==> src/hdl/ogrc_pkg.sv <==
// ----------------------------------------------------------------------------
// Occupancy grid ray caster package
// Shared types, codes and constants of the grid ray caster.
// ----------------------------------------------------------------------------
package ogrc_pkg;

	// Grid geometry
	localparam int MAP_W       = 128;
	localparam int MAP_H       = 128;
	localparam int HALF_W      = MAP_W / 2;
	localparam int HALF_H      = MAP_H / 2;
	localparam int GRID_CELLS  = MAP_W * MAP_H;
	localparam int ADDR_W      = $clog2(GRID_CELLS);
	localparam int CENTER_ADDR = HALF_H * MAP_W + HALF_W;
	localparam int MAX_BEAMS   = 4096;

	// Request function codes
	localparam logic [1:0] FUNC_SCAN = 2'd0;
	localparam logic [1:0] FUNC_BEAM = 2'd1;
	localparam logic [1:0] FUNC_READ = 2'd2;

	// Cell codes
	localparam logic [1:0] CELL_UNKNOWN = 2'd0;
	localparam logic [1:0] CELL_FREE    = 2'd1;
	localparam logic [1:0] CELL_OCC     = 2'd2;

	// Configuration register indexes
	localparam int CFG_ADDR_W = 3;
	localparam logic [CFG_ADDR_W-1:0] CFG_HEADING     = 3'd0;
	localparam logic [CFG_ADDR_W-1:0] CFG_ANGLE_START = 3'd1;
	localparam logic [CFG_ADDR_W-1:0] CFG_ANGLE_STEP  = 3'd2;
	localparam logic [CFG_ADDR_W-1:0] CFG_RANGE_MIN   = 3'd3;
	localparam logic [CFG_ADDR_W-1:0] CFG_RANGE_MAX   = 3'd4;
	localparam logic [CFG_ADDR_W-1:0] CFG_CELL_SIZE   = 3'd5;
	localparam logic [CFG_ADDR_W-1:0] CFG_MARCH_STEP  = 3'd6;

	// CORDIC datapath
	localparam int CORDIC_ITERS = 16;
	localparam int ITER_W       = $clog2(CORDIC_ITERS);
	localparam int XY_W         = 34;
	localparam int Z_W          = 25;
	localparam logic signed [XY_W-1:0] CORDIC_K0 = 34'sd652032874;

	// Cell coordinate datapath
	localparam int FRAC_SH  = 30;
	localparam int P_W      = 19;
	localparam int DIV_W    = P_W - 1;
	localparam int DIV_CW   = $clog2(DIV_W + 1);
	localparam int Q_W      = DIV_W + 2;

	// Command queue
	localparam int FIFO_DEPTH = 4;
	localparam int FIFO_PTR_W = $clog2(FIFO_DEPTH);

	typedef struct packed {
		logic [1:0]  func;
		logic [11:0] beam_index;
		logic [15:0] range_mm;
		logic [13:0] cell_index;
	} req_t;

	typedef struct packed {
		logic [1:0]  cell_state;
		logic [13:0] read_index;
	} rsp_t;

	typedef struct packed {
		logic [15:0]        heading;
		logic signed [15:0] angle_start;
		logic signed [15:0] angle_step;
		logic [15:0]        range_min_mm;
		logic [15:0]        range_max_mm;
		logic [15:0]        cell_size_mm;
		logic [15:0]        march_step_mm;
	} cfg_t;

	typedef enum logic [1:0] {
		CMD_SCAN,
		CMD_BEAM,
		CMD_READ
	} cmd_kind_t;

	typedef struct packed {
		cmd_kind_t             kind;
		logic signed [XY_W-1:0] cos_v;
		logic signed [XY_W-1:0] sin_v;
		logic [15:0]           range_mm;
		logic [13:0]           cell_index;
	} cmd_t;

	// Arctangent of 2^-i in 2^-24 turn units.
	function automatic logic signed [Z_W-1:0] cordic_atan(input logic [ITER_W-1:0] i);
		logic signed [Z_W-1:0] a;
		case (i)
			4'd0:  a = 25'sd2097152;
			4'd1:  a = 25'sd1238021;
			4'd2:  a = 25'sd654136;
			4'd3:  a = 25'sd332050;
			4'd4:  a = 25'sd166669;
			4'd5:  a = 25'sd83416;
			4'd6:  a = 25'sd41718;
			4'd7:  a = 25'sd20860;
			4'd8:  a = 25'sd10430;
			4'd9:  a = 25'sd5215;
			4'd10: a = 25'sd2608;
			4'd11: a = 25'sd1304;
			4'd12: a = 25'sd652;
			4'd13: a = 25'sd326;
			4'd14: a = 25'sd163;
			default: a = 25'sd81;
		endcase
		return a;
	endfunction

endpackage

==> src/hdl/ogrc_fifo.sv <==
// ----------------------------------------------------------------------------
// Ray caster command queue
// A short in-order queue that decouples the front end from the marcher.
// ----------------------------------------------------------------------------
module ogrc_fifo (
	input  logic           clk,
	input  logic           arst_n,
	input  logic           push,
	input  ogrc_pkg::cmd_t push_data,
	input  logic           pop,
	output ogrc_pkg::cmd_t head,
	output logic           full,
	output logic           empty
);

	ogrc_pkg::cmd_t                  slot_q [ogrc_pkg::FIFO_DEPTH];
	logic [ogrc_pkg::FIFO_PTR_W-1:0] wr_q, rd_q;
	logic [ogrc_pkg::FIFO_PTR_W:0]   cnt_q;

	assign full  = (cnt_q == (ogrc_pkg::FIFO_PTR_W + 1)'(ogrc_pkg::FIFO_DEPTH));
	assign empty = (cnt_q == '0);
	assign head  = slot_q[rd_q];

	// Storage slots.
	always_ff @(posedge clk) begin
		if (push) begin
			slot_q[wr_q] <= push_data;
		end
	end

	// Pointers and fill count.
	always_ff @(posedge clk or negedge arst_n) begin
		if (!arst_n) begin
			wr_q  <= '0;
			rd_q  <= '0;
			cnt_q <= '0;
		end else begin
			if (push) begin
				wr_q <= wr_q + 1'b1;
			end
			if (pop) begin
				rd_q <= rd_q + 1'b1;
			end
			cnt_q <= cnt_q + (ogrc_pkg::FIFO_PTR_W + 1)'(push) - (ogrc_pkg::FIFO_PTR_W + 1)'(pop);
		end
	end

	a_no_overflow: assert property (@(posedge clk) disable iff (!arst_n)
		push |-> !full)
		else $error("queue overflow");

	a_no_underflow: assert property (@(posedge clk) disable iff (!arst_n)
		pop |-> !empty)
		else $error("queue underflow");

endmodule

==> config.mk <==
export PLATFORM = sky130hd
export DESIGN_NAME = ogrc_fifo
export DESIGN_NICKNAME = d
export VERILOG_FILES = /design/src/hdl/ogrc_pkg.sv /design/src/hdl/ogrc_fifo.sv
export SDC_FILE = /design/constraint.sdc
export NUM_CORES = 1
export LEC_CHECK = 0
export ABC_AREA = 1
export BUFFER_PORTS_ARGS = -buffer_cell sky130_fd_sc_hd__buf_2
export CORE_ASPECT_RATIO = 1.5
export CORE_MARGIN = 8
export CORE_UTILIZATION = 53
export DETAILED_ROUTE_END_ITERATION = 8
export PLACE_DENSITY = 0.77
export SLEW_MARGIN = 10
export SYNTH_ARGS = -nofsm -noshare
export SYNTH_HDL_FRONTEND = slang
export SYNTH_SLANG_ARGS = --single-unit
==> constraint.sdc <==
create_clock -name clk -period 3.2 [get_ports clk]
set_input_delay 0.64 -clock clk [delete_from_list [all_inputs] [get_ports clk]]
set_output_delay 0.64 -clock clk [all_outputs]
set_load 0.03 [all_outputs]
; After elaboration in Yosys (flattened, before gate mapping)
; Memory sizes are Yosys's and may differ from the RTL's.
; Index checks and enable logic that the tools add are counted.
[op_classes]
addsub = 4
mul = 0
div = 0
order_cmp = 0
n_eq_ne = 1
shifts = 0
n_mux = 2
bitwise_logic = 0
n_reduce_logical = 1
[op_table]
columns = operator, count
row1 = $add A2 B1 Y2 const B, 2
row2 = $add A3 B1 Y3, 1
row3 = $eq A3 B3 Y1 const B, 1
row4 = $logic_not A3 Y1, 1
row5 = $sub A3 B1 Y3, 1
row6 = $mux W1, 2
[word_totals]
regBits = 7
latchBits = 0
mem_bits_rw = 400
rom_bits = 0
out_inout_bits = 102
elab_cells = 12
mem_count = 1
[memory_table]
columns = name, depth, word_bits, read_ports, rd_ports_with_merged_regs, write_ports, line_no
row1 = slot_q, 4, 100, 1, 0, 1, ogrc_fifo.sv:16  ; ogrc_pkg::cmd_t slot_q [ogrc_pkg::FIFO_DEPTH];

; Logic depth before layout (Yosys ltp)
; Gate-level depths: netlist of the first run.
[logic_depth]
ltp_word = 2
mapped_depth = 10
mapped_depth_nobuf = 10

; Worst setup path after synthesis of the first run
; Ideal clock, no wire load.
[synth_timing]
kind = input port to flip-flop
startpoint = input push
endpoint = memory slot_q[1][0] in the netlist's numbering (enable)
setup_ns = 0.454
arrival_time_ns = 2.867
slack_ns = -0.121
stages = 3
path_buffers = 1
path_cell_list = clkbuf_1 -> nand2_1 -> inv_1
[synth_between]
elab_chain_cells = 2
[synth_lines]
columns = element, line_no
row1 = "start, declared", ogrc_fifo.sv:8  ; input logic push,
row2 = $mux W1, ogrc_fifo.sv:26  ; if (push) begin
row3 = $mux W1 (not written as such), ogrc_fifo.sv:27  ; slot_q[wr_q] <= push_data;
row4 = "end, declared", ogrc_fifo.sv:16
; No other way between the ends.

==> results of run 1 <==
## power breakdown
part | internal (mW) | switching [mW]
Clock | 2.48 | 1.82
Sequential | 6.97 | 0.242
Combinational | 2.05 | 5.90
Total | 11.5 | 7.96
## worst reg2reg max path, cell delays in order, from the launching register on
cell        delay (ns)
dfrtp_1           0.41
inv_1             0.09
ha_1              0.19
nand2_1           0.10
clkinvlp_4        0.30
buf_12            0.30
## flip-flops by register name (all words and copies together) (netlist names)
register and count:
cnt_q 3, slot_q 400, wr_q 2, rd_q 2
## cell families (layout without fill, tap and decap cells)
family                     count (synthesis)  after routing  synth area share [%]
DFF                                      407            407                  70.5
other                                      0              5                     0
AOI/OAI and AO/OA                          1              1                0.0289
adders and majority gates                  7              7                 0.550
buffers and inverters                    482            702                  11.8
and+or+nand+nor                          714            714                  17.0
xor gates and xnor gates                   3              3                 0.152
## routing by layer
metal	vias up	global-route usage (%)	part of all wire (%)
met2	384	34.0	53
met3	80	3.79	6.4
li1	5410	-	-
met5	-	0	0.035
met1	5345	20.9	37
met4	2	8.48	3.5
## timing repair
item                                   4_1_cts  5_1_grt
gates resized for setup                      0        0
setup endpoints to repair                    0        0
hold buffers                                 1        0
endpoints found under the hold margin        7        0
## final cells by class
class | count | share of cell area [%]
sequential | 407 | 61.4
multi-input combinational | 725 | 15.4
inverter | 414 | 7.94
timing repair buffer | 221 | 6.60
clock buffer | 50 | 5.12
tap | 415 | 2.62
clock inverter | 17 | 0.819
antenna | 5 | 0.0630
## worst paths after layout
path,startpoint,endpoint,cells past startpoint
worst max-delay path,rd_q[0],head[57],5
worst min-delay path,push_data[97],slot_q[2][97],1
worst max register to register,wr_q[0],slot_q[0][82],5
worst min register to register,wr_q[0],wr_q[0],1
max in group asynchronous,arst_n,rd_q[1],2
min in group asynchronous,arst_n,cnt_q[2],2
## cell usage in the layout, fill, tap and decap left out, types with 3 or more instances in the layout
cell type     n
nand2_1     511
inv_1       408
edfxtp_1    400
buf_2       205
nand3_1     201
clkbuf_16    39
buf_12       13
clkbuf_1     11
clkinv_1      8
clkinvlp_4    6
ha_1          6
diode_2       5
dfrtp_1       5
inv_6         3
xor2_1        3
bufinv_16     3
## stage by stage
stage               setup slack, ns  util (%)  hold slack [ns]  cells
detailed placement            0.791      57.7            0.494   2181
floorplan                     0.437         -            0.344   1614
CTS                           0.218      61.4            0.300   2249
finish                        0.102      61.4            0.325   2254
global route                 0.0993      61.4            0.305   2253
global placement              0.821      57.7            0.491   2181
==> results.yml, run 1 <==
outcome:
  outcome: "finished clean"
sta:
  hold_viol_final: 0
  fmax_mhz: 323
  setup_viol: 0
  rsz0062_at_grt: "false"
  final.setup.tns_ns: 0
  fin_crit_ns: 3.10
  period_share_pct: 96.8
  skew_ns: 0.00855
  tightest_slew_ns: 1.20
  slew_viol_final: 0
  relSlewSlack_pct: 20.0
power:
  p_per_area_nw_per_um2: 981
  vdd_drop_max_uv: 619
  p_leak_nw: 9.24
  total_power_mw: 19.5
global_routing:
  grt_pass1_vias: 11564
  antenna_found_initial: 5
  grt_max_degree: 203
  gr-usage-all-layers_pct: 18.8
  grt_pass1_wl_um: 57600
  grt-ovfl-total: 0
yosys:
  synth_edf_count: 400
  synth_top_area_share_pct: 69.5
  synth.most_common_cell: "nand2_1"
  synth.top_cells.by_count: "nand2_1 (511), inv_1 (413), edfxtp_1 (400)"
  syn_nets: 1725
  yosysSeqAreaShare_pct: 70.5
  synth_area_per_cell_um2: 10.7
  yosysTopAreaCell: "edfxtp_1"
  async_flop_share_pct: 1.72
  synth_top_cells_by_area: "edfxtp_1 (69%), nand2_1 (11%), inv_1 (9.0%)"
  ys_warn_count: 0
  synth_flop_cell: "edfxtp_1"
  postSynthCellCount: 1614
  synth_cell_types: 15
  ys_seq_elements: 407
  syn_area_um2: 17300
finish:
  drive_above_1_share_pct: 15.0
  nets: 1918
  fin_area_um2: 19900
  area_delta_synth_final_pct: 14.8
  multi_input_area_um2: 3060
  register_area_um2: 12200
  fill_cells: 2485
worst_setup_path:
  critical_path.max_fanout: 202
  cp_data_arrival_time_ns: 2.46
  worst_setup_path_start_kind: "flop"
  cpLargestDelayFamily: "buffers and inverters"
  criticalPathCategory: "flop to output port"
  critPathBufInv: 2
  cp-end-kind: "output port"
  slowest_stage: "buf_12"
  critPathMostFrequentCell: "nand2_1"
  crit_required_ns: 2.56
  reg2reg_slack_ns: 1.47
  max_stage_delay_ns: 0.50
  crit_chain: "buf_12 > nand2_1 > nand3_1 > nand2_1 > buf_2"
die:
  dieWidth_um: 163
  die_y_um: 237
  start_util_pct: 53.5
  fp-row-count: 81
  io_pins: 206
  dieArea_um2: 38800
  coreArea_um2: 32300
clocking:
  cts_made_buffers: 38
  cts.sinks: 407
  cts_setup_buffers: 0
  htreeDepth: 2
  cts_max_path_buffers: 3
  clk_latency_ns: 0.52
  tritoncts: "built"
  cts-root-buf: "clkbuf_16"
  clk_pin_slew_ns: 0.06
placed_design:
  globalplace.congestion: 0.776
  hpwl_um: 21300
  portBuffers: 205
  placed_cell_area_um2: 18700
detailed_routing:
  vias_per_cell: 4.98
  drtIter0Drc: 795
  dr.pass1.iters: 7
  ant_nets: 0
  vias: 11221
  wl_per_cell_um: 16.3
  drc: 0
  wirelength_um: 36800
min_path:
  min_path_type: "input port to flop"
job:
  maxCapViolCount: 0
Note: power is estimated with default switching activity, not from simulation.
==> run 2: changes to the inputs <==
--- a/config.mk
+++ b/config.mk
@@ -8,10 +8,9 @@
 export ABC_AREA = 1
 export BUFFER_PORTS_ARGS = -buffer_cell sky130_fd_sc_hd__buf_2
 export CORE_ASPECT_RATIO = 1.5
-export CORE_MARGIN = 8
 export CORE_UTILIZATION = 53
 export DETAILED_ROUTE_END_ITERATION = 8
-export PLACE_DENSITY = 0.77
+export PLACE_DENSITY_LB_ADDON = 0.05
 export SLEW_MARGIN = 10
 export SYNTH_ARGS = -nofsm -noshare
 export SYNTH_HDL_FRONTEND = slang
==> results.yml, run 2 (same netlist as run 1, synthesis figures left out) <==
power:
  vdd_drop_max_uv: 832
  p_leak_nw: 9.24
  p_per_area_nw_per_um2: 969
  total_power_mw: 19.2
clocking:
  cts_made_buffers: 39
  clk_latency_ns: 0.52
  cts.sinks: 407
  tritoncts: "built"
  htreeDepth: 2
  clk_pin_slew_ns: 0.06
  cts_max_path_buffers: 3
  cts-root-buf: "clkbuf_16"
  cts_setup_buffers: 0
sta:
  fin_crit_ns: 2.96
  fmax_mhz: 338
  slew_viol_final: 0
  period_share_pct: 92.4
  setup_viol: 0
  rsz0062_at_grt: "false"
  final.setup.tns_ns: 0
  relSlewSlack_pct: 37.2
  skew_ns: 0.00868
  hold_viol_final: 0
  tightest_slew_ns: 0.942
global_routing:
  gr-usage-all-layers_pct: 20.7
  grt_pass1_wl_um: 52600
  grt-ovfl-total: 0
  grt_max_degree: 203
  grt_pass1_vias: 10536
  antenna_found_initial: 7
finish:
  top_register: "slot_q"
  final_common_cell: "nand2_1"
  drive_above_1_share_pct: 15.3
  area_delta_synth_final_pct: 14.5
  final_cell_mix: "nand2_1 (511), inv_1 (408), edfxtp_1 (400), buf_2 (205), nand3_1 (201)"
  reg.largest.list: "slot_q x400, cnt_q x3"
  nets: 1924
  largest_reg_flops: 400
die:
  die_y_um: 223
  coreArea_um2: 31900
  dieArea_um2: 33400
  start_util_pct: 54.1
  dieWidth_um: 149
  fp-row-count: 80
  io_pins: 206
worst_setup_path:
  criticalPathCategory: "flop to output port"
  cp_data_arrival_time_ns: 2.32
  critPathMostFrequentCell: "nand2_1"
  crit_required_ns: 2.56
  worst_setup_path_start_kind: "flop"
  critical_path.max_fanout: 202
  slowest_stage: "buf_12"
  crit_chain: "buf_12 > nand2_1 > nand3_1 > nand2_1 > buf_2"
  cp-end-kind: "output port"
  rr_worst_depth: 5
  max_stage_delay_ns: 0.68
placed_design:
  hpwl_um: 17900
  globalplace.congestion: 0.692
  portBuffers: 205
detailed_routing:
  drc: 0
  ant_nets: 0
  wl_per_cell_um: 14.8
  vias_per_cell: 4.77
  dr.pass1.iters: 4
  drtIter0Drc: 509
  wirelength_um: 33400
  vias: 10765
job:
  maxCapViolCount: 0
min_path:
  min_path_type: "input port to flop"
  whs_path_depth: 2
outcome:
  outcome: "finished clean"
-- run 2: through the flow --
step	worst slack [ns]	util [%]	cells	hold slack [ns]	area, um2
5_1_grt	0.142	62.0	2253	0.304	19800
6_report	0.243	62.0	2256	0.317	19800
2_1_floorplan	0.437	-	1614	0.344	17300
3_3_place_gp	0.843	58.4	2181	0.479	18600
4_1_cts	0.258	61.9	2250	0.296	19800
3_5_place_dp	0.817	58.4	2181	0.483	18600
-- run 2: worst paths after layout --
check / from / endpoint / slack [ns]
max: rd_q[0] / head[44] / 0.24
min: pop / rd_q[0] / 0.32
max reg2reg: wr_q[0] / slot_q[2][32] / 1.38
min reg2reg: wr_q[0] / wr_q[0] / 0.54
max in group asynchronous: arst_n / rd_q[1] / 2.54
min in group asynchronous: arst_n / cnt_q[0] / 0.49
-- run 2: area by class of cell --
class	instances	area [um2]
inverters	414	1580
repair buffers	226	1300
fillers	2616	12100
flip-flops and latches	407	12200
clock buffers	51	1060
multi-input cells	725	3060
diodes	6	15.0
well taps	410	513
clock inverters	17	72.6
-- run 2: worst max-delay path, delay by kind of cell (launching register included) --
kind,cells,cell delay (ns)
buffers and inverters,2,0.87
DFF,1,0.45
and+or+nand+nor,3,0.37
-- run 2: repair_timing --
| action | 4_1_cts | 5_1_grt |
|---|---|---|
| hold buffers | 1 | 0 |
| gates resized for setup | 0 | 0 |
| hold endpoints to repair | 7 | 0 |
-- run 2: power breakdown --
| part | switching (mW) | internal [mW] | leakage [nW] | total (mW) |
|---|---|---|---|---|
| logic | 5.79 | 2.05 | 4.93 | 7.85 |
| clock network | 1.80 | 2.33 | 0.560 | 4.13 |
| registers | 0.224 | 6.98 | 3.75 | 7.20 |
| total | 7.82 | 11.4 | 9.24 | 19.2 |
-- run 2: layer usage --
layer / vias to the layer above / GRT usage [%] / share of wire [%]
met5: - / 0 / 0.096
met4: 4 / 7.70 / 2.5
met3: 57 / 5.15 / 6.5
met2: 224 / 37.1 / 52
met1: 5045 / 23.6 / 39
li1: 5435 / - / -
==> run 3: changes to the inputs <==
--- a/config.mk
+++ b/config.mk
@@ -8,8 +8,9 @@
 export ABC_AREA = 1
 export BUFFER_PORTS_ARGS = -buffer_cell sky130_fd_sc_hd__buf_2
 export CORE_ASPECT_RATIO = 1.5
-export CORE_UTILIZATION = 53
+export CORE_UTILIZATION = 45
 export DETAILED_ROUTE_END_ITERATION = 8
+export GPL_ROUTABILITY_DRIVEN = 0
 export PLACE_DENSITY_LB_ADDON = 0.05
 export SLEW_MARGIN = 10
 export SYNTH_ARGS = -nofsm -noshare
==> results.yml, run 3 (same netlist as run 1, synthesis figures left out) <==
finish:
  nets: 1926
  top_register: "slot_q"
  fill_cells: 3285
  final_cell_mix: "nand2_1 (511), inv_1 (408), edfxtp_1 (400), buf_2 (205), nand3_1 (201)"
  largest_reg_flops: 400
  final_common_cell: "nand2_1"
  reg.largest.list: "slot_q x400, cnt_q x3"
  drive_above_1_share_pct: 15.5
  area_delta_synth_final_pct: 16.0
worst_setup_path:
  slowest_stage: "buf_12"
  crit_required_ns: 2.56
  worst_setup_path_start_kind: "flop"
  cp-end-kind: "output port"
  criticalPathCategory: "flop to output port"
  critPathMostFrequentCell: "nand2_1"
  critical_path.max_fanout: 202
  crit_chain: "buf_12 > nand2_1 > nand3_1 > nand2_1 > buf_2"
  cp_data_arrival_time_ns: 2.30
  max_stage_delay_ns: 0.67
sta:
  final.setup.tns_ns: 0
  layout_setup_ws_ns: 0.259
  hold_viol_final: 0
  period_share_pct: 91.9
  tightest_slew_ns: 0.978
  fin_crit_ns: 2.94
  slew_viol_final: 0
  skew_ns: 0.00841
  relSlewSlack_pct: 34.8
  rsz0062_at_grt: "false"
  setup_viol: 0
  fmax_mhz: 340
detailed_routing:
  drc: 0
  vias: 10728
  wl_per_cell_um: 15.3
  vias_per_cell: 4.59
  wirelength_um: 35800
  dr.pass1.iters: 5
  drtIter0Drc: 456
  ant_nets: 0
global_routing:
  antenna_found_initial: 9
  gr-usage-all-layers_pct: 18.5
  grt-ovfl-total: 0
  grt_pass1_wl_um: 55900
  grt_max_degree: 203
  grt_pass1_vias: 10369
clocking:
  htreeDepth: 2
  cts.sinks: 407
  tritoncts: "built"
  clk_latency_ns: 0.53
  cts-root-buf: "clkbuf_16"
  cts_setup_buffers: 0
  cts_made_buffers: 39
  cts_max_path_buffers: 3
  cts_resized: 0
  clk_pin_slew_ns: 0.06
die:
  dieArea_um2: 39200
  dieWidth_um: 162
  die_y_um: 242
  start_util_pct: 45.8
  io_pins: 206
  coreArea_um2: 37800
  fp-row-count: 87
power:
  vdd_drop_max_uv: 633
  p_leak_nw: 9.31
  p_per_area_nw_per_um2: 982
placed_design:
  portBuffers: 205
  hpwl_um: 20400
  pre_cts_slack_ns: 0.793
min_path:
  min_path_type: "input port to flop"
outcome:
  outcome: "finished clean"
job:
  maxCapViolCount: 0
==> run 3: timing repair <==
| item | CTS | global route |
|---|---|---|
| endpoints found under the setup margin | 0 | 0 |
| endpoints found under the hold margin | 7 | 0 |
| hold buffers | 1 | 0 |
==> run 3: worst paths after layout <==
kind	to	slack, ns	depth (start not counted)	startpoint
max reg2reg	slot_q[0][76]	1.22	5	wr_q[0]
max	head[74]	0.26	5	rd_q[0]
min reg2reg	cnt_q[2]	0.54	2	cnt_q[1]
max in group asynchronous	rd_q[1]	2.52	2	arst_n
min	slot_q[0][39]	0.33	1	push_data[39]
min in group asynchronous	cnt_q[1]	0.49	2	arst_n
==> run 3: metal layers <==
layer | GRT usage, % | routed length [um]
met3 | 3.42 | 1700
met5 | 0 | 41
met4 | 6.38 | 769
met1 | 22.9 | 15000
met2 | 32.2 | 18300
==> run 3: area by class of cell <==
cell class	instances	area, um2	share of cell area [%]
Clock inverter	13	160	0.799
Clock buffer	56	1080	5.40
Timing Repair Buffer	228	1350	6.74
Sequential cell	407	12200	60.8
Antenna cell	6	15.0	0.0749
Tap cell	489	612	3.05
Multi-Input combinational cell	725	3060	15.3
Inverter	414	1580	7.86
==> run 3: power by group <==
group | total (mW) | switching, mW | internal (mW)
Clock | 4.53 | 1.86 | 2.67
Sequential | 7.19 | 0.223 | 6.97
Combinational | 7.97 | 5.88 | 2.09
==> run 3: metrics by stage <==
step	instance area, um2	hold slack, ns	instances	util (%)	power (mW)
after floorplan	17300	0.344	1614	-	13.1
after global placement	18800	0.493	2262	49.7	15.4
after detailed placement	18800	0.496	2262	49.7	15.5
after CTS	20000	0.295	2332	53.0	20.0
after global routing	20000	0.304	2337	53.1	20.9
final	20100	0.328	2338	53.1	19.7
==> run 3: worst max-delay path, delay by kind of cell (launching register included) <==
family	cells	cell delay (ns)
AND/OR/NAND/NOR	3	0.33
buffers and inverters	2	0.85
flip-flops	1	0.45
