--- config.mk ---
export PLATFORM = sky130hd
export DESIGN_NAME = ogrc_front
export DESIGN_NICKNAME = d
export VERILOG_FILES = /design/src/hdl/ogrc_pkg.sv /design/src/hdl/ogrc_front.sv
export SDC_FILE = /design/constraint.sdc
export NUM_CORES = 1
export LEC_CHECK = 0
export BUFFER_PORTS_ARGS = -buffer_cell sky130_fd_sc_hd__buf_2
export CAP_MARGIN = 40
export CORE_ASPECT_RATIO = 1.25
export CORE_MARGIN = 2
export CORE_UTILIZATION = 38
export DETAILED_ROUTE_END_ITERATION = 8
export GPL_TIMING_DRIVEN = 0
export PLACE_DENSITY = 0.59
export SLEW_MARGIN = 20
export SYNTH_ARGS = -nofsm -noshare
export SYNTH_HDL_FRONTEND = slang
export SYNTH_SLANG_ARGS = --single-unit
--- constraint.sdc ---
create_clock -name clk -period 19.1 [get_ports clk]
set_input_delay 1.91 -clock clk [delete_from_list [all_inputs] [get_ports clk]]
set_output_delay 1.91 -clock clk [all_outputs]
set_load 0.03 [all_outputs]
--- src/hdl/ogrc_pkg.sv ---
// ----------------------------------------------------------------------------
// Occupancy grid ray caster package
// Shared types, codes and constants of the grid ray caster.
// ----------------------------------------------------------------------------
package ogrc_pkg;

	// Grid geometry
	localparam int MAP_W       = 128;
	localparam int MAP_H       = 128;
	localparam int HALF_W      = MAP_W / 2;
	localparam int HALF_H      = MAP_H / 2;
	localparam int GRID_CELLS  = MAP_W * MAP_H;
	localparam int ADDR_W      = $clog2(GRID_CELLS);
	localparam int CENTER_ADDR = HALF_H * MAP_W + HALF_W;
	localparam int MAX_BEAMS   = 4096;

	// Request function codes
	localparam logic [1:0] FUNC_SCAN = 2'd0;
	localparam logic [1:0] FUNC_BEAM = 2'd1;
	localparam logic [1:0] FUNC_READ = 2'd2;

	// Cell codes
	localparam logic [1:0] CELL_UNKNOWN = 2'd0;
	localparam logic [1:0] CELL_FREE    = 2'd1;
	localparam logic [1:0] CELL_OCC     = 2'd2;

	// Configuration register indexes
	localparam int CFG_ADDR_W = 3;
	localparam logic [CFG_ADDR_W-1:0] CFG_HEADING     = 3'd0;
	localparam logic [CFG_ADDR_W-1:0] CFG_ANGLE_START = 3'd1;
	localparam logic [CFG_ADDR_W-1:0] CFG_ANGLE_STEP  = 3'd2;
	localparam logic [CFG_ADDR_W-1:0] CFG_RANGE_MIN   = 3'd3;
	localparam logic [CFG_ADDR_W-1:0] CFG_RANGE_MAX   = 3'd4;
	localparam logic [CFG_ADDR_W-1:0] CFG_CELL_SIZE   = 3'd5;
	localparam logic [CFG_ADDR_W-1:0] CFG_MARCH_STEP  = 3'd6;

	// CORDIC datapath
	localparam int CORDIC_ITERS = 16;
	localparam int ITER_W       = $clog2(CORDIC_ITERS);
	localparam int XY_W         = 34;
	localparam int Z_W          = 25;
	localparam logic signed [XY_W-1:0] CORDIC_K0 = 34'sd652032874;

	// Cell coordinate datapath
	localparam int FRAC_SH  = 30;
	localparam int P_W      = 19;
	localparam int DIV_W    = P_W - 1;
	localparam int DIV_CW   = $clog2(DIV_W + 1);
	localparam int Q_W      = DIV_W + 2;

	// Command queue
	localparam int FIFO_DEPTH = 4;
	localparam int FIFO_PTR_W = $clog2(FIFO_DEPTH);

	typedef struct packed {
		logic [1:0]  func;
		logic [11:0] beam_index;
		logic [15:0] range_mm;
		logic [13:0] cell_index;
	} req_t;

	typedef struct packed {
		logic [1:0]  cell_state;
		logic [13:0] read_index;
	} rsp_t;

	typedef struct packed {
		logic [15:0]        heading;
		logic signed [15:0] angle_start;
		logic signed [15:0] angle_step;
		logic [15:0]        range_min_mm;
		logic [15:0]        range_max_mm;
		logic [15:0]        cell_size_mm;
		logic [15:0]        march_step_mm;
	} cfg_t;

	typedef enum logic [1:0] {
		CMD_SCAN,
		CMD_BEAM,
		CMD_READ
	} cmd_kind_t;

	typedef struct packed {
		cmd_kind_t             kind;
		logic signed [XY_W-1:0] cos_v;
		logic signed [XY_W-1:0] sin_v;
		logic [15:0]           range_mm;
		logic [13:0]           cell_index;
	} cmd_t;

	// Arctangent of 2^-i in 2^-24 turn units.
	function automatic logic signed [Z_W-1:0] cordic_atan(input logic [ITER_W-1:0] i);
		logic signed [Z_W-1:0] a;
		case (i)
			4'd0:  a = 25'sd2097152;
			4'd1:  a = 25'sd1238021;
			4'd2:  a = 25'sd654136;
			4'd3:  a = 25'sd332050;
			4'd4:  a = 25'sd166669;
			4'd5:  a = 25'sd83416;
			4'd6:  a = 25'sd41718;
			4'd7:  a = 25'sd20860;
			4'd8:  a = 25'sd10430;
			4'd9:  a = 25'sd5215;
			4'd10: a = 25'sd2608;
			4'd11: a = 25'sd1304;
			4'd12: a = 25'sd652;
			4'd13: a = 25'sd326;
			4'd14: a = 25'sd163;
			default: a = 25'sd81;
		endcase
		return a;
	endfunction

endpackage

--- src/hdl/ogrc_front.sv ---
// ----------------------------------------------------------------------------
// Ray caster front end
// Accepts requests, drops invalid beams, forms the beam angle and runs the
// CORDIC rotation, then hands commands to the queue.
// ----------------------------------------------------------------------------
module ogrc_front (
	input  logic           clk,
	input  logic           arst_n,
	input  logic           start,
	input  ogrc_pkg::req_t req,
	input  ogrc_pkg::cfg_t cfg,
	input  logic           init_busy,
	input  logic           full,
	output logic           busy,
	output logic           push,
	output ogrc_pkg::cmd_t push_data
);

	typedef enum logic [1:0] {
		F_IDLE,
		F_ROT,
		F_PUSH
	} fstate_t;

	fstate_t state_q;
	logic signed [ogrc_pkg::XY_W-1:0] x_q, y_q;
	logic signed [ogrc_pkg::Z_W-1:0]  z_q;
	logic [ogrc_pkg::ITER_W-1:0]      iter_q;
	logic                             neg_q;
	logic [15:0]                      range_q;

	logic                             accept;
	logic                             beam_ok;
	logic [27:0]                      bprod;
	logic [15:0]                      theta;
	logic                             fold;
	logic [15:0]                      t_fold;
	logic signed [ogrc_pkg::XY_W-1:0] dx, dy;
	logic signed [ogrc_pkg::Z_W-1:0]  atan_i;

	// Request acceptance and beam classification.
	assign busy   = (state_q != F_IDLE) || full || init_busy;
	assign accept = start && !busy;
	assign beam_ok = (32'(req.beam_index) < ogrc_pkg::MAX_BEAMS)
		&& (req.range_mm >= cfg.range_min_mm) && (req.range_mm <= cfg.range_max_mm);

	// Beam angle, folded into the right half plane.
	assign bprod  = 28'(req.beam_index) * 28'(cfg.angle_step);
	assign theta  = 16'(cfg.heading + cfg.angle_start + bprod[15:0]);
	assign fold   = theta[15] ^ theta[14];
	assign t_fold = fold ? {~theta[15], theta[14:0]} : theta;

	// One CORDIC micro-rotation per cycle.
	assign dx     = x_q >>> iter_q;
	assign dy     = y_q >>> iter_q;
	assign atan_i = ogrc_pkg::cordic_atan(iter_q);

	// Commands to the queue.
	always_comb begin
		push      = 1'b0;
		push_data = '0;
		if (state_q == F_PUSH) begin
			push               = !full;
			push_data.kind     = ogrc_pkg::CMD_BEAM;
			push_data.cos_v    = neg_q ? -x_q : x_q;
			push_data.sin_v    = neg_q ? -y_q : y_q;
			push_data.range_mm = range_q;
		end else if (accept && (req.func == ogrc_pkg::FUNC_SCAN)) begin
			push           = 1'b1;
			push_data.kind = ogrc_pkg::CMD_SCAN;
		end else if (accept && (req.func == ogrc_pkg::FUNC_READ)) begin
			push                 = 1'b1;
			push_data.kind       = ogrc_pkg::CMD_READ;
			push_data.cell_index = req.cell_index;
		end
	end

	// Sequencer and rotation registers.
	always_ff @(posedge clk or negedge arst_n) begin
		if (!arst_n) begin
			state_q <= F_IDLE;
			iter_q  <= '0;
		end else begin
			unique case (state_q)
				F_IDLE: begin
					if (accept && (req.func == ogrc_pkg::FUNC_BEAM) && beam_ok) begin
						x_q     <= ogrc_pkg::CORDIC_K0;
						y_q     <= '0;
						z_q     <= ogrc_pkg::Z_W'($signed(t_fold)) <<< 8;
						neg_q   <= fold;
						range_q <= req.range_mm;
						iter_q  <= '0;
						state_q <= F_ROT;
					end
				end
				F_ROT: begin
					if (!z_q[ogrc_pkg::Z_W-1]) begin
						x_q <= x_q - dy;
						y_q <= y_q + dx;
						z_q <= z_q - atan_i;
					end else begin
						x_q <= x_q + dy;
						y_q <= y_q - dx;
						z_q <= z_q + atan_i;
					end
					iter_q <= iter_q + 1'b1;
					if (iter_q == ogrc_pkg::ITER_W'(ogrc_pkg::CORDIC_ITERS - 1)) begin
						state_q <= F_PUSH;
					end
				end
				F_PUSH: begin
					if (!full) begin
						state_q <= F_IDLE;
					end
				end
				default: state_q <= F_IDLE;
			endcase
		end
	end

	// A rotation in flight always holds off new requests.
	a_busy_rot: assert property (@(posedge clk) disable iff (!arst_n)
		(state_q != F_IDLE) |-> busy)
		else $error("front accepts while rotating");

endmodule

**Word level (Yosys, flattened, before mapping)**

Memories as Yosys holds them, arrays and structs flattened.
Cells that the tools add are included.

- Shift operators: 2
- Muxes and demuxes: 28
- Reductions and logical operators: 18
- $add $sub $neg: 11
- Magnitude comparators: 2
- Bitwise operators: 2
- Eq/ne operators: 8
- $mul: 1

Operators by type and width:

| cell | number |
|---|---|
| $mux W34 | 6 |
| $pmux W34 S2 | 2 |
| $mux W84 | 1 |
| $add A34 B34 Y34 | 2 |
| $neg A34 Y34 | 2 |
| $sshr A34 B4 Y34 | 2 |
| $sub A34 B34 Y34 | 2 |
| $mux W25 | 2 |
| $pmux W25 S2 | 1 |
| $mux W14 | 3 |
| $add A16 B16 Y16 | 2 |
| $add A25 B25 Y25 | 1 |
| $sub A25 B25 Y25 | 1 |
| $ge A16 B16 Y1 | 1 |
| $le A16 B16 Y1 | 1 |
| $mul A13 B16 Y16 | 1 |
| $mux W16 | 1 |
| $mux W2 | 6 |
| $reduce_and A3 Y1 | 3 |
| $pmux W4 S2 | 1 |
| $logic_and A1 B1 Y1 | 6 |
| $ne A2 B2 Y1 const B | 3 |
| $pmux W2 S3 | 1 |
| $add A4 B1 Y4 const B | 1 |
| 12 further kinds | 20 |

- Word-level logic and storage cells: 80
- Bits of input ports: 161
- Output and inout port bits: 102
- Bits in read-only memories: 352
- Memories kept: 1
- Flip-flop bits (word level): 116

Memories:

| name | depth | bits a word | rd ports | clocked after Yosys merged registers in | write ports | line | source |
|---|---|---|---|---|---|---|---|
| (name not given) | 16 | 22 | 1 | 0 | 0 | ogrc_pkg.sv:94 | `case (i)` |

**Logic depth before layout (Yosys ltp)**

Gate-level depths: netlist of run 1.

- Depth after elaboration: 9
- Depth in mapped cells: 30
- Mapped depth without buffers: 23

**Least setup slack after synthesis of run 1**

OpenSTA, ideal clock, no wires.

- Path kind: input -> register
- Start: input req[33] in the netlist's numbering
- End: register neg_q (data pin)
- Data arrival time: 7.223 ns
- Slack: 11.616 ns
- Buffers on the path: 1
- Setup time: 0.261 ns
- Cell stages on the path: 23
- Cells stage by stage: clkbuf_1 -> and2_1 -> fa_1 -> inv_1 -> fa_1 -> inv_1 -> fa_1 -> inv_1 -> fa_1 -> inv_1 -> fa_1 -> inv_1 -> fa_1 -> inv_1 -> ha_1 -> a21o_1 -> a31oi_1 -> o21ai_0 -> or4_1 -> o21ai_0 -> xnor2_1 -> xnor2_1 -> xnor2_1

- Word-level cells in the longest chain between the ends: 3

Ends and longest elaborated chain:

| element | line | source |
|---|---|---|
| from (decl) | ogrc_front.sv:10 | `input ogrc_pkg::req_t req,` |
| $mul A13 B16 Y16 | ogrc_front.sv:48 | `assign bprod = 28'(req.beam_index) * 28'(cfg.angle_step);` |
| $add A16 B16 Y16 | ogrc_front.sv:49 | `assign theta = 16'(cfg.heading + cfg.angle_start + bprod[15:0]);` |
| $xor A1 B1 Y1 | ogrc_front.sv:50 | `assign fold = theta[15] ^ theta[14];` |
| named net fold | ogrc_front.sv:36 | `logic fold;` |
| to (signal assigned) | ogrc_front.sv:90 | `neg_q <= fold;` |
| to (decl) | ogrc_front.sv:29 | `logic neg_q;` |

The timed path passes the listed nets, and every way through them passes these cells.
A chain may end at the register's enable or synchronous reset.

**Worst setup path in the final report of run 1**

- Start: register iter_q[2] in the netlist's numbering
- End: register y_q[33] in the netlist's numbering (data pin)

- Word-level cells in the longest chain between the ends: 4
- Elaborated cells on any way between the ends: 5
- Classes of those cells: add/sub: 2; shift: 1; mux: 2

Ends and longest elaborated chain:

| element | line | source |
|---|---|---|
| from (decl) | ogrc_front.sv:28 | `logic [ogrc_pkg::ITER_W-1:0] iter_q;` |
| from (signal assigned) | ogrc_front.sv:106 | `iter_q <= iter_q + 1'b1;` |
| $sshr A34 B4 Y34 * | ogrc_front.sv:54 | `assign dx = x_q >>> iter_q;` |
| $add A34 B34 Y34 / $sub A34 B34 Y34 (equally long branches) | ogrc_front.sv:99, ogrc_front.sv:103 |  |
| $mux W34 * | ogrc_front.sv:97 | `if (!z_q[ogrc_pkg::Z_W-1]) begin` |
| $pmux W34 S2 * | ogrc_front.sv:84 | `unique case (state_q)` |
| to (signal assigned) | ogrc_front.sv:99 | `y_q <= y_q + dx;` |
| to (signal assigned) | ogrc_front.sv:103 | `y_q <= y_q - dx;` |
| to (decl) | ogrc_front.sv:26 | `logic signed [ogrc_pkg::XY_W-1:0] x_q, y_q;` |

Every way passes the cells marked *; elsewhere a longest branch is shown, timed or not.

==> impl_results.md, run 1 <==
* Reg2Reg Depth at 32
* Reg2reg setup slack at 8.93 ns
* Die W at around 220 um
* Post-cts sizing count at 0
* Die Ht at 269.7 um
* Final Hold Vio Count at 0
* Number of synthesized flops with an enable pin at 110
* Placer congestion estimate at 1.004
* Initial DRC count at 1502
* Crit path DAT at about 10 ns
* Setup CP Type: flip-flop to flip-flop
* Fmax at between 0.09 and 0.1 GHz
* RSZ-0062 raised after global routing: no
* # setup viols final at 0
* Synth Area in XOR/XNOR at 10.92%
* Initial Utilization at between 30% and 40%
* Dpl cells at 3560
* Cts hold-fix bufs at 0
* Post-route minimum period at roughly 10 ns
* Req. time, crit path at about 19 ns
* CTS tree: yes
* # DRC at 0
* Layout Nets at 3291
* Slew headroom at 38.50%
* Register area share after synthesis at 16.09%
* Placement Rows at 97
* Max_cap viols at 0
* Latest clock arrival within the worst-skew pair at roughly 0.48 ns
* Status: complete, no violations
* Area grow syn2layout at 13.68%
* Die ar. at slightly below 0.06 sq mm
* Synth Flop Type: edfxtp_1
* TritonRoute pass-1 iters at 6
* Antenna Cells at 0
* GRT overflow at 0
* WL/cell at between 20 and 25 um
* Crit Path Max Fanout at 10
* Max Clock Skew at 0.02592 ns
* First-pass GRT wire length at ~120 mm
* Largest family of logic cells by synthesized area: adder cells
* Hold path cells at 2
* Critical Path Max Stage Delay at 0.71 ns
* Worst-margin pin slew at 0.9226 ns
* CP endpoint kind: flip-flop
* Post-route insts no fill at 3600
* Critical Path Start: iter_q[2]
* Post-Synth Adder-Cell Area at between 20% and 30%
* Root buf cell: clkbuf_16
* Port Buffers at 227
* CTS buffer count at 17
* Library cells used by synthesis at 80
* DR vias at about 21000
* FF-to-FF End: y_q[33]
* Final WL at 83.63 mm
* Clock slew at reported path FFs at about 0.060 ns
* Type of origin of the critical path: flip-flop
* H-tree depth at 4
* GRT Util Overall at 28.05%
* Via count of the first global-routing pass at 21090
* Number of vias per cell at ~5.8
* Post-synthesis mux area share at a little under an eighth
* Asr flop ratio synth at 5.172%
* CTS Buffer Depth at 2
* Number of synthesized register bits at 116
* Complex-gate fraction of the synthesized area at 15.49%
* Syn_nets at 3024
* Post-Synth Simple-Gate Area at 18.91%
* Most frequent cells in the layout: nand2_1 (277), buf_2 (252), nor2_1 (246)
* # Post-CTS Setup Buffers at 0
* Share of cells above drive strength 1 at around 15%
* Setup_tns at 0 ns
* IO Count at 263
* Largest net degree at the start of global routing at 48
* Hold EP: z_q[0]
* Worst setup margin at 8.929 ns
* Mean Syn Cell Area at 8.327 sq um
* Post-Syn Instances at 2578
* Most frequent CP cell: clkbuf_1
* Ys Warns at 0
* Antenna violations before repair at 4
* Clock sinks at between 100 and 150
* Max-slew violation count at 0
* Detail Placement HPWL at 67.52 mm
* Crit-path slowest cell: clkbuf_1
* Core area at ~0.056 sq mm
* ANT nets after route at 0
* Area of the mapped netlist at 0.02147 sq mm
* Post-Place Worst Slack at 8.777 ns
* Hold Startpoint: z_q[0]
* Fin crit share at 53.25%
* Commonest non-fill, non-tap cell in the layout: nand2_1
* RR Startpoint: iter_q[2]
* Hold crit path type: flip-flop to flip-flop
cell usage after synthesis, drive strengths merged, types with 22 or more instances:
master  number  area, sq um
nand2      277         1040
fa         107         2142
mux2i       48        480.5
a31oi       39        244.0
nand3       26        130.1
a21o        42        315.3
a21oi      154        770.7
mux4        72         1637
buf         53        237.7
inv        224        840.8
nor2       246        923.4
o21a        22        165.2
o31ai       26        195.2
nor2b       24        150.1
edfxtp     110         3303
nor3        49        245.2
xor2       134         1174
mux2        32        360.4
xnor2      131         1147
and2       115        719.4
nand2b      29        181.4
o21ai      118        594.3
clkbuf      94        356.6
ha         178         2227
flip-flops by register name (all words and copies together), names as in the netlist:
name	count
y_q	34
neg_q	1
x_q	34
range_q	16
z_q	25
state_q	2
iter_q	4
worst max path at each step:
stage | slack [ns] | end | cells past startpoint
global route | 8.65 | y_q[32] | 30
detailed placement | 8.78 | y_q[32] | 28
finish | 8.93 | y_q[33] | 32
CTS | 8.75 | y_q[33] | 30
global placement | 8.62 | y_q[32] | 27
floorplan | 11.62 | neg_q | 23
cells by family (layout without fill, tap and decap cells):
kind of cell | after synthesis | count (layout)
compound gates | 527 | 527
buf+inv | 372 | 652
flops | 116 | 116
simple gates | 860 | 860
xor+xnor | 266 | 266
fa+ha+maj | 285 | 285
mux | 152 | 152
per-layer routing:
layer	track usage [%]	share of wire, %
met5	0	0.033
met4	15.66	6.1
met3	5.020	6.8
met2	48.99	49
met1	32.19	38
final cells by class:
class / instances / area (sq um)
Fill cell: 5615 / 31550
Multi-Input combinational cell: 2090 / 16580
Sequential cell: 116 / 3453
Timing Repair Buffer: 248 / 1416
Tap cell: 742 / 928.4
Inverter: 225 / 844.6
Buffer: 147 / 596.8
Clock buffer: 17 / 425.4
Clock inverter: 15 / 156.4
worst max-delay path: cells and delay by family (launching register included):
| kind | cells | cell delay [ns] |
|---|---|---|
| buffers and inverters | 12 | 5.03 |
| and+or+nand+nor | 7 | 1.13 |
| xor gates and xnor gates | 2 | 0.54 |
| DFF | 1 | 0.50 |
| adders and majority gates | 2 | 0.55 |
| AOI/OAI and AO/OA | 9 | 2.11 |
metrics by stage:
stage | utilization (%) | instance area [sq um] | hold WS [ns]
finish | 43.62 | 24400 | 0.6934
detailed placement | 42.42 | 23730 | 0.6516
global placement | 42.06 | 23530 | 0.6356
floorplan | - | 21470 | 0.6222
global route | 43.62 | 24400 | 0.7157
CTS | 43.46 | 24310 | 0.7031
Power of run 1 is left out: the tool's default activity adds up to more than one toggle a clock period on the data nets, which glitch-free logic cannot reach.
==> inputs of run 2 (changes only) <==
--- a/config.mk
+++ b/config.mk
@@ -5,6 +5,7 @@
 export SDC_FILE = /design/constraint.sdc
 export NUM_CORES = 1
 export LEC_CHECK = 0
+export ABC_AREA = 1
 export BUFFER_PORTS_ARGS = -buffer_cell sky130_fd_sc_hd__buf_2
 export CAP_MARGIN = 40
 export CORE_ASPECT_RATIO = 1.25
@@ -12,7 +13,7 @@
 export CORE_UTILIZATION = 38
 export DETAILED_ROUTE_END_ITERATION = 8
 export GPL_TIMING_DRIVEN = 0
-export PLACE_DENSITY = 0.59
+export PLACE_DENSITY = 0.61
 export SLEW_MARGIN = 20
 export SYNTH_ARGS = -nofsm -noshare
 export SYNTH_HDL_FRONTEND = slang
==> constraint.sdc (replaced) <==
create_clock -name clk -period 8.9 [get_ports clk]
set_input_delay 0.89 -clock clk [delete_from_list [all_inputs] [get_ports clk]]
set_output_delay 0.89 -clock clk [all_outputs]
set_load 0.03 [all_outputs]
==> run 2 against run 1 <==
  * Area after synthesis is 2.5% higher
  * Synthesized cell count grew 33%
  * Die area increased by 2.5%
  * Final area is 2.2% higher
  * Largest cell class unchanged
  * Final cell count up 24%
  * Utilization about the same
  * Flip-flop and latch count did not move
  * Critical path type is now input pin to flip-flop
  * Via count is 16% higher
  * Register-to-register slack got worse by 5.4 ns
==> impl_results.md, run 2 <==
* Status: complete, no violations
* # setup viols final at 0
* Commonest non-fill, non-tap cell in the layout: nand2_1
* GRT overflow at 0
* # Post-CTS Setup Buffers at 0
* Critical Path Start: req[30]
* CTS Buffer Depth at 2
* Port Buffers at 223
* Dpl cells at 4425
* Top post-synthesis cells by count: nand2_1 (812), inv_1 (516), nand3_1 (411)
* Post-cts sizing count at 0
* Worst setup margin at 2.250 ns
* Cts hold-fix bufs at 0
* CTS tree: yes
* Via count of the first global-routing pass at 22790
* Final WL at 86.79 mm
* TritonRoute pass-1 iters at 7
* Count leader, synth: nand2_1
* Placer congestion estimate at 0.9946
* Die ar. at 0.05986 sq mm
* Largest net degree at the start of global routing at 24
* Max_cap viols at 0
* Post-Place Worst Slack at 1.732 ns
* Antenna Cells at 0
* Crit-path cells: clkbuf_1, clkbuf_1, nand2_1, fa_1, fa_1, inv_1, fa_1, inv_1, fa_1, inv_1, fa_1, inv_1, fa_1, inv_1, ha_1, a21oi_1, o21ai_0, nand2_1, nand2_1, a21oi_1, o21ai_0, o21ai_0, nand2_1
* Placed Area at approximately 0.024 sq mm
* Fmax at 0.1504 GHz
* Root buf cell: clkbuf_16
* Critical Path Max Stage Delay at 0.55 ns
* Register area share after synthesis at 15.69%
* DR vias at 24090
* Die W at 219.2 um
* Area of the mapped netlist at 0.02200 sq mm
* Clock sinks at approximately 120
* Initial Utilization at 38.43%
* Worst-margin pin slew at between 0.9 and 1 ns
* Cell taking the most area after synthesis: edfxtp_1
* Post-Syn Instances at 3437
* Reg2Reg Depth at 28
* H-tree depth at 4
* IO Count at 263
* WL/cell at 19.45 um
* Final Cell Area at approximately 0.025 sq mm
* # DRC at 0
* Ys Warns at 0
* Antenna violations before repair at 0
* Req. time, crit path at 9.10 ns
* Fin crit share at 74.72%
* Number of synthesized register bits at 116
* Type of origin of the critical path: input pin
* RSZ-0062 raised after global routing: no
* Hold crit path type: input pin to asynchronous set/reset pin
* Library cells used by synthesis at 59
* Core area at 0.05726 sq mm
* Most frequent cells in the layout: nand2_1 (812), inv_1 (516), nand3_1 (411)
* Initial DRC count at about 1900
* Reg2reg setup slack at approximately 3.6 ns
* GRT Util Overall at 28.99%
* CP Capture Point: z_q[21]
* Max-slew violation count at 0
* ANT nets after route at 0
* Placement Rows at just under 100
* Slew headroom at between 30% and 40%
* Mean Syn Cell Area at about 6.4 sq um
* First-pass GRT wire length at 131.6 mm
* Most frequent CP cell: fa_1
* Post-route insts no fill at 4462
* Top cells by area, synth: edfxtp_1 (15%), nand2_1 (14%), ha_1 (10%)
* Max Clock Skew at 0.02063 ns
* Post-route minimum period at 6.650 ns
* Crit Path Max Fanout at 10
* Crit path DAT at a little under 7 ns
* Crit-path slowest cell: fa_1
* Final Hold Vio Count at 0
* End-of-flow core utilization at 43.57%
* FF-to-FF End: z_q[16]
* Die Ht at between 200 and 300 um
* RR Startpoint: iter_q[0]
* Area grow syn2layout at 13.39%
* Share of cells above drive strength 1 at 10.26%
* CTS buffer count at 17
* Latest clock arrival within the worst-skew pair at 0.48 ns
* Layout Nets at around 4100
* Number of synthesized flops with an enable pin at 110
* Biggest regs: x_q (34), y_q (34), z_q (25)
* Setup CP Type: input pin to flip-flop
* Detail Placement HPWL at 72.25 mm
* Asr flop ratio synth at 5.172%
* Syn_nets at about 3900
* Synth Flop Type: edfxtp_1
* Synth top area share at between 10% and 20%
* Clock slew at reported path FFs at 0.07 ns
* CP endpoint kind: flip-flop
* Number of vias per cell at 5.400
==> run 2: layout make-up <==
type,count,area [sq um]
tap,750,938.4
clock buffer,17,425.4
timing repair buffer,243,1403
buffer,121,663.1
inverter,524,1972
clock inverter,15,163.9
sequential,116,3453
multi-input combinational,2676,15930
fill,6221,32310
==> run 2: logic make-up (layout without fill, tap and decap cells) <==
family / after synthesis / after routing / share of synthesized area (%)
adder cells (fa/ha/maj): 285 / 285 / 19.86
AO/OA/AOI/OAI: 623 / 623 / 15.55
AND/OR/NAND/NOR: 1649 / 1649 / 32.14
buffers and inverters: 645 / 920 / 11.96
flip-flops: 116 / 116 / 15.69
XOR/XNOR: 119 / 119 / 4.799
==> run 2: worst min-delay path by stage <==
stage	endpoint	cells past startpoint	slack [ns]
6_report	state_q[0]	1	0.30
3_3_place_gp	state_q[1]	4	0.65
3_5_place_dp	z_q[0]	3	0.66
5_1_grt	state_q[0]	1	0.29
4_1_cts	state_q[0]	1	0.27
2_1_floorplan	iter_q[0]	0	0.59
==> run 2: through the flow <==
| step | hold WS (ns) | TNS, ns |
|---|---|---|
| after detailed placement | 0.6636 | 0 |
| after global routing | 0.2940 | 0 |
| final | 0.3033 | 0 |
| after floorplan | 0.5944 | 0 |
| after CTS | 0.2674 | 0 |
| after global placement | 0.6542 | -105.43 |
==> run 2: per-layer routing <==
metal	GRT usage (%)	wire [um]
met5	0	0
met4	19.04	6259
met3	3.973	5150
met2	49.32	41240
met1	34.00	34140
==> run 2: critical path: cells and delay by family <==
| kind | cells | cell delay [ns] |
|---|---|---|
| AO/OA/AOI/OAI | 5 | 0.98 |
| adder cells (fa/ha/maj) | 7 | 3.40 |
| buffers and inverters | 7 | 1.14 |
| AND/OR/NAND/NOR | 4 | 0.40 |
Power of run 2 is left out for the same reason.
==> inputs of run 3 (changes only) <==
--- a/config.mk
+++ b/config.mk
@@ -5,7 +5,7 @@
 export SDC_FILE = /design/constraint.sdc
 export NUM_CORES = 1
 export LEC_CHECK = 0
-export ABC_AREA = 1
+export ABC_AREA = 0
 export BUFFER_PORTS_ARGS = -buffer_cell sky130_fd_sc_hd__buf_2
 export CAP_MARGIN = 40
 export CORE_ASPECT_RATIO = 1.25
@@ -13,7 +13,7 @@
 export CORE_UTILIZATION = 38
 export DETAILED_ROUTE_END_ITERATION = 8
 export GPL_TIMING_DRIVEN = 0
-export PLACE_DENSITY = 0.61
+export PLACE_DENSITY = 0.59
 export SLEW_MARGIN = 20
 export SYNTH_ARGS = -nofsm -noshare
 export SYNTH_HDL_FRONTEND = slang
==> constraint.sdc (replaced) <==
create_clock -name clk -period 6.6 [get_ports clk]
set_input_delay 0.66 -clock clk [delete_from_list [all_inputs] [get_ports clk]]
set_output_delay 0.66 -clock clk [all_outputs]
set_load 0.03 [all_outputs]
==> run 3 against run 2 <==
  * Die area decreased by 2.4%
  * Worst setup slack got worse by 2.1 ns
  * Worst hold slack got worse by 0.27 ns
  * Flip-flop and latch count unchanged
  * First-iteration DRC count decreased by 18%
  * Critical path depth increased by 6
  * Final area decreased by 1.1%
  * Final cell count decreased by 19%
  * Clock skew increased by 0.0065 ns
  * Wire length decreased by 4.1%
  * Critical endpoint is now y_q[33]
==> impl_results.md, run 3 (synthesis results as in run 1) <==
* Worst-margin pin slew at slightly above 0.9 ns
* Die ar. at between 0.05 and 0.06 sq mm
* Reg2reg setup slack at approximately 0.13 ns
* Clock slew at reported path FFs at about 0.080 ns
* Core area at 0.05595 sq mm
* Crit Path Max Fanout at 13
* Critical Path Start: iter_q[2]
* Final Hold Vio Count at 0
* Crit-path slowest cell: dfrtp_2
* Layout Nets at 3287
* First-pass GRT wire length at between 100 and 150 mm
* DR vias at 20840
* Share of cells above drive strength 1 at 16.85%
* Area grow syn2layout at 14.98%
* Type of origin of the critical path: flip-flop
* Placer congestion estimate at 1.004
* Initial Utilization at 38.37%
* Dpl cells at 3560
* Req. time, crit path at 6.82 ns
* Die W at 216.6 um
* Biggest regs: x_q (34), y_q (34), z_q (25)
* # setup viols final at 0
* ANT nets after route at 0
* Root buf cell: clkbuf_16
* H-tree depth at 4
* Via count of the first global-routing pass at around 21000
* Critical Path Max Stage Delay at 0.46 ns
* Fin crit share at 98.03%
* TritonRoute pass-1 iters at 5
* Antenna violations before repair at 4
* Number of vias per cell at ~5.8
* Die Ht at 269.7 um
* Commonest non-fill, non-tap cell in the layout: nand2_1
* CTS Buffer Depth at 2
* Reg2Reg Depth at 29
* Post-route minimum period at 6.470 ns
* RR Startpoint: iter_q[2]
* CP endpoint kind: flip-flop
* # DRC at 0
* GRT overflow at 0
* Slew headroom at about 39%
* IO Count at between 200 and 300
* Most frequent CP cell: clkbuf_8
* Initial DRC count at 1532
* WL/cell at roughly 23 um
* CTS tree: yes
* Status: complete, no violations
* Fill cells at 5594
* Latest clock arrival within the worst-skew pair at roughly 0.49 ns
* Max-slew violation count at 0
* Fmax at 0.1546 GHz
* Hold crit path type: input pin to asynchronous set/reset pin
* Largest net degree at the start of global routing at 48
* Placement Rows at slightly below 100
* CTS buffer count at 17
* Most frequent cells in the layout: nand2_1 (277), nor2_1 (244), buf_2 (240)
* Setup CP Type: flip-flop to flip-flop
* Post-route insts no fill at roughly 3600
* Port Buffers at 227
* Detail Placement HPWL at 67.52 mm
* Clock sinks at roughly 120
* Antenna Cells at 0
* Max Clock Skew at 0.02712 ns
* Crit path DAT at 6.69 ns
* Max_cap viols at 0
* FF-to-FF End: y_q[33]
* GRT Util Overall at 28.07%
* Final WL at 83.27 mm
## run 3: cell count changes in the layout (fill, tap and decap cells not counted), moves of 71 or more
cell     previous run  this run
inv_1             516       222
nand2_1           812       277
a21oi_1           285       152
xor2_1             63       134
xnor2_1            55       131
o21ai_0           205       115
and2_1              3       115
nand3_1           411        26
## run 3: worst max-delay path, delay by kind of cell, from the launching register on
kind                     cells  cell delay (ns)
XOR/XNOR                     2             0.52
adder cells (fa/ha/maj)      2             0.54
buffers and inverters        9             1.78
flip-flops                   1             0.46
AND/OR/NAND/NOR              7             0.96
AO/OA/AOI/OAI                9             1.93
## run 3: cell type report
cell class	instances	area, sq um	area share (%)
tap	742	928.4	3.761
clock inverter	15	156.4	0.6336
buffer	136	713.2	2.889
sequential	116	3457	14.01
timing repair buffer	255	1461	5.921
multi-input combinational	2090	16690	67.62
inverter	225	850.8	3.447
clock buffer	17	425.4	1.723
## run 3: metal layers
metal	GRT usage, %	vias up	share of wire [%]
met3	5.189	251	6.8
met4	15.61	6	5.9
li1	-	9511	-
met2	48.95	939	49
met5	0	-	0.034
met1	32.20	10130	39
## run 3: through the flow
| stage | utilization [%] | area (sq um) | TNS, ns | hold WS [ns] | worst slack [ns] |
|---|---|---|---|---|---|
| after detailed placement | 42.42 | 23730 | -160.82 | 0.5440 | -3.723 |
| after CTS | 43.80 | 24510 | 0 | 0.02400 | 0.01832 |
| after global placement | 42.06 | 23530 | -229.29 | 0.5368 | -3.875 |
| after floorplan | - | 21470 | 0 | 0.3644 | 0.01503 |
| final | 44.12 | 24680 | 0 | 0.03490 | 0.1301 |
| after global routing | 44.12 | 24680 | -0.03195 | 0.04062 | -0.03195 |
## run 3: worst max-delay path by stage
stage	to	slack, ns	depth (start not counted)
global route	y_q[33]	-0.03	29
floorplan	y_q[33]	0.02	29
global placement	y_q[32]	-3.88	27
detailed placement	y_q[32]	-3.72	28
finish	y_q[33]	0.13	29
CTS	x_q[33]	0.02	25
## run 3: repair_timing
| item | CTS | global route |
|---|---|---|
| setup buffers | 2 | 7 |
| setup endpoints to repair | 82 | 24 |
| hold buffers | 0 | 0 |
| gates resized for setup | 68 | 35 |
| pin swaps | 2 | 4 |
Power of run 3 is left out for the same reason.
